**src/sv/memory_region_table_defines.svh**
```systemverilog
// Assertion macros for the memory region table RTL.
// Included by the modules that carry concurrent assertions; no other dependencies.
`ifndef MEMORY_REGION_TABLE_DEFINES_SVH
`define MEMORY_REGION_TABLE_DEFINES_SVH

// Same-cycle implication, disabled during reset.
`define MRT_ASSERT_SAME(label, clk, rst, ante, cons, msg) \
  label: assert property (@(posedge clk) disable iff (rst) (ante) |-> (cons)) \
    else $error(msg);

// Next-cycle implication, disabled during reset.
`define MRT_ASSERT_NEXT(label, clk, rst, ante, cons, msg) \
  label: assert property (@(posedge clk) disable iff (rst) (ante) |=> (cons)) \
    else $error(msg);

`endif

```
**src/sv/mrt_pkg.sv**
```systemverilog
// Shared types and codes for the memory region table.
// Used by mrt_cell and memory_region_table; no dependencies.
package mrt_pkg;

  localparam int ADDR_W = 64;
  localparam int REQ_W  = 3;
  localparam int ST_W   = 2;

  // request codes
  localparam logic [REQ_W-1:0] REQ_INSERT  = 3'd0;
  localparam logic [REQ_W-1:0] REQ_REMOVE  = 3'd1;
  localparam logic [REQ_W-1:0] REQ_CONTAIN = 3'd2;
  localparam logic [REQ_W-1:0] REQ_EXACT   = 3'd3;
  localparam logic [REQ_W-1:0] REQ_CLEAR   = 3'd4;

  // status codes
  localparam logic [ST_W-1:0] ST_OK        = 2'd0;
  localparam logic [ST_W-1:0] ST_NOT_FOUND = 2'd1;
  localparam logic [ST_W-1:0] ST_FULL      = 2'd2;

  // compare performed by every cell during a scan
  typedef enum logic [1:0] {
    SCAN_REMOVE,
    SCAN_CONTAIN,
    SCAN_EXACT
  } mrt_scan_t;

  // search token handed from cell to cell
  typedef struct packed {
    logic valid;
    logic found;
  } mrt_tok_t;

endpackage

```
**src/sv/mrt_cell.sv**
```systemverilog
// One table entry plus its stage of the search token chain.
// Depends on mrt_pkg.
module mrt_cell import mrt_pkg::*; #(
  parameter int HANDLE_WIDTH = 16
) (
  input  logic                    clk,
  input  logic                    rst,
  input  mrt_scan_t               op,
  input  logic                    scan_start,
  input  logic [HANDLE_WIDTH-1:0] q_handle,
  input  logic [ADDR_W-1:0]       q_base,
  input  logic [ADDR_W-1:0]       q_len,
  input  logic [ADDR_W:0]         q_sum,
  input  logic                    in_use,
  input  logic                    is_last,
  input  logic                    wr_sel,
  input  logic                    commit,
  input  logic [HANDLE_WIDTH-1:0] wr_handle,
  input  logic [ADDR_W-1:0]       wr_base,
  input  logic [ADDR_W-1:0]       wr_len,
  input  mrt_tok_t                tok_in,
  input  logic [HANDLE_WIDTH-1:0] tin_handle,
  input  logic [HANDLE_WIDTH-1:0] tin_lhandle,
  input  logic [ADDR_W-1:0]       tin_lbase,
  input  logic [ADDR_W-1:0]       tin_llen,
  output mrt_tok_t                tok_out,
  output logic [HANDLE_WIDTH-1:0] tout_handle,
  output logic [HANDLE_WIDTH-1:0] tout_lhandle,
  output logic [ADDR_W-1:0]       tout_lbase,
  output logic [ADDR_W-1:0]       tout_llen,
  output logic                    mark
);

  logic [HANDLE_WIDTH-1:0] ent_handle;
  logic [ADDR_W-1:0]       ent_base;
  logic [ADDR_W-1:0]       ent_len;
  logic [ADDR_W:0]         ent_end;
  logic                    cmp_hit;
  logic                    hit;
  logic                    first;

  // end of region in 65 bits, never wraps
  assign ent_end = {1'b0, ent_base} + {1'b0, ent_len};

  always_comb begin
    unique case (op)
      SCAN_REMOVE:  cmp_hit = (ent_handle == q_handle);
      SCAN_CONTAIN: cmp_hit = (ent_base <= q_base) && (ent_end >= q_sum);
      SCAN_EXACT:   cmp_hit = (ent_base == q_base) && (ent_len == q_len);
      default:      cmp_hit = 1'b0;
    endcase
  end

  assign hit   = in_use && cmp_hit;
  assign first = tok_in.valid && !tok_in.found && hit;

  always_ff @(posedge clk) begin
    if (rst) begin
      tok_out <= '0;
      mark    <= 1'b0;
    end else begin
      tok_out.valid <= tok_in.valid;
      tok_out.found <= tok_in.valid && (tok_in.found || hit);
      // set wins over clear: cell 0 may hit on the launch edge
      if (first && op == SCAN_REMOVE) begin
        mark <= 1'b1;
      end else if (scan_start) begin
        mark <= 1'b0;
      end
    end
  end

  always_ff @(posedge clk) begin
    tout_handle <= first ? ent_handle : tin_handle;
    if (is_last) begin
      tout_lhandle <= ent_handle;
      tout_lbase   <= ent_base;
      tout_llen    <= ent_len;
    end else begin
      tout_lhandle <= tin_lhandle;
      tout_lbase   <= tin_lbase;
      tout_llen    <= tin_llen;
    end
    if (wr_sel || (commit && mark)) begin
      ent_handle <= wr_handle;
      ent_base   <= wr_base;
      ent_len    <= wr_len;
    end
  end

endmodule

```
**config.mk**
```make
export PLATFORM = sky130hd
export DESIGN_NAME = mrt_cell
export DESIGN_NICKNAME = d
export VERILOG_FILES = /design/src/sv/memory_region_table_defines.svh /design/src/sv/mrt_pkg.sv /design/src/sv/mrt_cell.sv
export SDC_FILE = /design/constraint.sdc
export NUM_CORES = 1
export LEC_CHECK = 0
export ABC_AREA = 1
export ABC_CLOCK_PERIOD_IN_PS = 5700
export BUFFER_PORTS_ARGS = -buffer_cell sky130_fd_sc_hd__buf_2
export CAP_MARGIN = 10
export CORE_AREA = 2 2 269 271
export CTS_BUF_LIST = sky130_fd_sc_hd__clkbuf_8
export DETAILED_ROUTE_END_ITERATION = 6
export DIE_AREA = 0 0 271 273
export PLACE_DENSITY = 0.45
export SLEW_MARGIN = 10
export SYNTH_ARGS = -nofsm -noshare
export SYNTH_HDL_FRONTEND = slang
export SYNTH_SLANG_ARGS = --single-unit
```
**constraint.sdc**
```tcl
create_clock -name clk -period 5.7 [get_ports clk]
set_clock_uncertainty 0.2 [all_clocks]
set_input_delay 1.71 -clock clk [delete_from_list [all_inputs] [get_ports clk]]
set_output_delay 1.71 -clock clk [all_outputs]
set_load 0.01 [all_outputs]
```
==> Yosys cells after proc, flatten, opt, wreduce, memory -nomap -nowiden <==
Index checks and enable logic that the tools add are counted.
{ "word_totals": {"out_inout_bits": 163, "in_bits": 524, "reg_bits": 307, "elab_cells": 38} }
{ "classes": {"order_cmp": 2, "n_addsub": 1, "eq_ne": 5, "muxes": 7, "reduce_logical": 13} }
{ "ops": {"columns": ["cell", "count"], "rows": [
  ["$eq 64x64->1", 2],
  ["$mux 64", 2],
  ["$add 64x64->65", 1],
  ["$ge 65x65->1", 1],
  ["$le 64x64->1", 1],
  ["$mux 16", 2],
  ["$eq 16x16->1", 1],
  ["$logic_and 1x1->1", 8],
  ["$pmux 1 s3", 1],
  ["$eq 2x1->1 const B", 1],
  ["$eq 2x2->1 const B", 1],
  ["$logic_not 2->1", 1],
  ["$logic_or 1x1->1", 2],
  ["$mux 1", 2],
  ["$reduce_bool 2->1", 1],
  ["$logic_not 1->1", 1]
]} }

==> Logic depth before layout (Yosys ltp) <==
{ "depth": {"word_depth": 8, "ltp_mapped": 31, "mapped_depth_nobuf": 30} }

==> Least setup slack after synthesis <==
Ideal clock, no wire load.
{ "synth_path": {"path_type": "input to register", "start": "input commit", "end": "register ent_base[0], enable pin", "t_required_ns": 4.997, "path_buffers": 0, "slack_ns": 0.352, "t_arrival_ns": 4.644, "path_stages": 1, "setup_time_ns": 0.503, "path_cell_list": "a21o_1"} }
{ "synth_between": {"elab_chain_cells": 2} }
{ "synth_rtl": {"columns": ["item", "line_no", "rtl"], "rows": [
  ["from (decl)", "mrt_cell.sv:17", "input logic commit,"],
  ["$logic_and 1x1->1", "mrt_cell.sv:84", "if (wr_sel || (commit && mark)) begin"],
  ["$logic_or 1x1->1", "mrt_cell.sv:84", null],
  ["to (signal assigned)", "mrt_cell.sv:86", "ent_base <= wr_base;"],
  ["to (decl)", "mrt_cell.sv:35", "logic [ADDR_W-1:0] ent_base;"]
]} }
Every way passes these cells.
A chain may end at the register's enable or synchronous reset.

==> Final worst setup path <==
{ "layout_path": {"start": "register ent_len[0]", "end": "register tout_handle[0]"} }
{ "layout_between": {"elab_chain_cells": 7, "elab_cells_between_ends": 9, "classes_between": "add/sub: 1; order compare: 1; eq/ne: 1; mux: 2; reduce/logical: 4"} }
{ "layout_rtl": {"columns": ["item", "line_no", "rtl"], "rows": [
  ["from (decl)", "mrt_cell.sv:36", "logic [ADDR_W-1:0] ent_len;"],
  ["from (signal assigned)", "mrt_cell.sv:87", "ent_len <= wr_len;"],
  ["$add 64x64->65", "mrt_cell.sv:43", "assign ent_end = {1'b0, ent_base} + {1'b0, ent_len};"],
  ["$ge 65x65->1", "mrt_cell.sv:48", "SCAN_CONTAIN: cmp_hit = (ent_base <= q_base) && (ent_end >= q_sum);"],
  ["$logic_and 1x1->1", "mrt_cell.sv:48", null],
  ["$pmux 1 s3 (*)", "mrt_cell.sv:46", "unique case (op)"],
  ["$logic_and 1x1->1 (*)", "mrt_cell.sv:54", "assign hit = in_use && cmp_hit;"],
  ["$logic_and 1x1->1 (*)", "mrt_cell.sv:55", "assign first = tok_in.valid && !tok_in.found && hit;"],
  ["$mux 16 (*)", "mrt_cell.sv:74", "tout_handle <= first ? ent_handle : tin_handle;"],
  ["to (signal assigned)", "mrt_cell.sv:74", null],
  ["to (decl)", "mrt_cell.sv:27", "output logic [HANDLE_WIDTH-1:0] tout_handle,"]
]} }
Every way passes the cells marked *; elsewhere a longest branch is shown, timed or not.

==> results list <==
- Max cap viols: 0
- In this design, the critical path's most frequently occurring cell is nand2_1.
* Highest net fanout along the worst path: 32
- Main combinational cell family by area after synthesis: simple AND/OR/NAND/NOR gates
* XOR/XNOR Fraction of Synth Area: ~4.3%
* Deepest level of the CTS H-tree: 2
* Worst hold slack after final layout: 0.2927 ns
- Clock Pin Slew Worst Setup and Hold Paths: 0.07 ns
- Register area: 7587 um2
* Fraction of layout cells with a size suffix above 1: 32.39%
- Starting DRC count in detailed routing: 1,015
- Hold Buf Count CTS: 0
* Max Root-Sink Buffers: 3
* Post-synthesis cell type count: 48
* Top FF cell, synth: dfxtp_1
- Counting every instance in the synthesized netlist gives between 2k and 2.5k.
* Share of the core filled with cells in the final layout: between 30% and 40%
- In the synthesized netlist the async set-or-reset flop fraction comes to 0%.
- The number of nets handed over by synthesis was slightly below 3k.
* Mux contribution to synthesized area: 5.923%
* Pre-Repair DR Iteration Count: 5
* Average detailed-routed wire length per instance: 22.07 um
* Area growth from synthesis to layout: 32.18%
- Multi-input combinational cell area: 9494 um2
- Maximum clock frequency: 188.8 MHz
- The analysis attributes to cell leakage a power of about 12 nW.
- 687 I/O pins were placed.
- Sinks on Clock Net: 307
- Number of hold violations in the final report: 0
- Routed via count: 17.87k
- Row generation in the floorplan step produced 98 rows.
- STA puts the critical path data arrival time at about 5.7 ns.
* Half-perimeter wire length of the detailed placement result: 75,400 um
* Worst slew pin tran: roughly 0.76 ns
* Unrepaired setup endpoints after global routing: no
- The initial antenna violation count was 18.
- In this run, post-CTS repair resized a total of 0 instances.
- Critical Path Sink Type: register
- After the last flow step, the layout net total stands at around 3.6k.
- Most common library cell in the layout ignoring fill and taps: buf_2
* Number of buffers added for setup after CTS: 0
- The die is 271 um wide.
- Later-pin clock latency in the skew report: 0.70 ns
* Post-route setup TNS: 0 ns
- Final Total Pwr: 7.100 mW
- Final setup violation count: 0
- TritonCTS clock tree: yes
- Overall overflow remaining after global route: 0
* Count of state elements after synthesis: 307
- Number of global-route vias before repair: 18.34k
* Routed vias/inst: 4.533
- Clock Root Buffer: clkbuf_8
* Fin area: 24,630 um2
* Residual DRC count: 0
- Delay of the slowest cell on the worst path: 0.43 ns
* Area of the die: 73,980 um2
- Final worst slack: 0.4039 ns
- Summing the areas of all and, or, nand and nor instances in the mapped netlist gives 15.85% of the synthesized area.
- Register area share after synthesis: 40.72%
* Final-report max-slew violation count: 0
- Maximum number of pins on one net before global-route repair: 65
- Power density cells: 288.3 nW/um2
* Area of the core: slightly above 70,000 um2
- Quantity of I/O buffers inserted on ports: 686
- The worst setup path is launched from a register.
- Worst slack after detailed placement: 0.3475 ns
- Share of the clock period used by the worst path: 92.91%
- Count of placed standard cells including taps: 3,817
- Post-route non-filler standard cell count: between 3k and 4k
- Most frequent cells in the layout: buf_2 (685), inv_1 (393), nand2_1 (347), nor2_1 (226), a21oi_1 (202)
- Chip Height: 273 um
* Area post-placement: 23,320 um2
- Min-delay worst type: reg2reg
- Yosys mapped a number of flops with a built-in enable equal to 144.
* Slowest stage cell on the critical path: buf_4
- Global-route wire length before repair: 121,600 um
- The critical path is of the reg2reg type.
- Initial core utilization: 26.25%
- Global-route usage over all layers: 22.59%
- Post-Synthesis Cell Area: 18,630 um2
* Worst vdd ir: 164.1 uV
* Filler Cell Count: 7,667
- Status: finished, final reports clean
- A synthesized cell averages 8.520 um2.
- Last weighted congestion value of the routability-driven placer: 0.9596
- The clock period could shrink to 5.296 ns.
- Counting the buffers created by CTS gives 59.
* Post-Route WL: 87,000 um
- In this run the tightest slew margin relative to its limit is 49.07%.
* Synth warnings: 0
* Number of nets with antenna violations after detailed routing: 0
- STA puts the critical path data required time at 6.13 ns.
- Summing the areas of all compound-gate instances in the mapped netlist gives 11.80% of the synthesized area.
- The synthesized netlist devotes 13.07% of its cell area to adder and majority cells.
[kinds of logic after synthesis]
kind of cell / after synthesis
flip-flops: 307
XOR/XNOR: 91
multiplexers: 98
adder cells (fa/ha/maj): 194
AO/OA/AOI/OAI: 377
buffers and inverters: 409
AND/OR/NAND/NOR: 711
[final timing paths]
| check | start | end | slack [ns] | depth (start not counted) |
|---|---|---|---|---|
| max | ent_len[0] | tout_handle[0] | 0.40 | 29 |
| min | mark | mark | 0.29 | 2 |
| max reg2reg | ent_len[0] | tout_handle[0] | 0.40 | 29 |
| min reg2reg | mark | mark | 0.29 | 2 |
[cell usage after synthesis, types with 25 or more instances]
library cell / n / area, um2
a21oi_1: 202 / 1011
a31oi_1: 25 / 156.4
dfxtp_1: 163 / 3263
edfxtp_1: 144 / 4324
ha_1: 193 / 2415
inv_1: 379 / 1423
mux2_2: 98 / 1104
nand2_1: 347 / 1303
nand3_1: 43 / 215.2
nor2_1: 226 / 848.3
nor3_1: 26 / 130.1
o21ai_0: 54 / 270.3
xnor2_1: 31 / 271.5
xor2_1: 60 / 525.5
[routing by layer]
layer  wire length [um]  track usage, %
met2              43560           40.03
met1              36470           28.23
met4               1966           6.572
met3               4945           3.488
met5                 62               0
[final cells by class]
class | instances | area share (%)
clock buffers | 71 | 3.968
multi-input cells | 1471 | 38.55
inverters | 385 | 5.868
diodes | 14 | 0.1422
repair buffers | 704 | 14.63
flip-flops and latches | 307 | 30.81
well taps | 950 | 4.826
clock inverters | 41 | 1.214
[registers in the layout, summed over array words and instances, names as in the netlist, 2 cells and up]
name / cells
ent_base: 64
ent_handle: 16
ent_len: 64
tout_llen: 64
tok_out: 2
tout_handle: 16
tout_lhandle: 16
tout_lbase: 64
[power by group]
part / total [mW] / switching, mW / leakage, nW / internal [mW]
sequential: 2.64 / 0.131 / 2.78 / 2.51
combinational: 2.09 / 1.29 / 8.83 / 0.806
clock: 2.37 / 1.09 / 0.702 / 1.28
[worst max-delay path: cells and delay by family (launching register included)]
| kind | cells | cell delay [ns] |
|---|---|---|
| compound gates | 6 | 1.19 |
| xor+xnor | 1 | 0.19 |
| fa+ha+maj | 3 | 0.93 |
| buf+inv | 2 | 0.47 |
| flops | 1 | 0.41 |
| simple gates | 17 | 1.77 |
(Power assumes the default switching activity.)
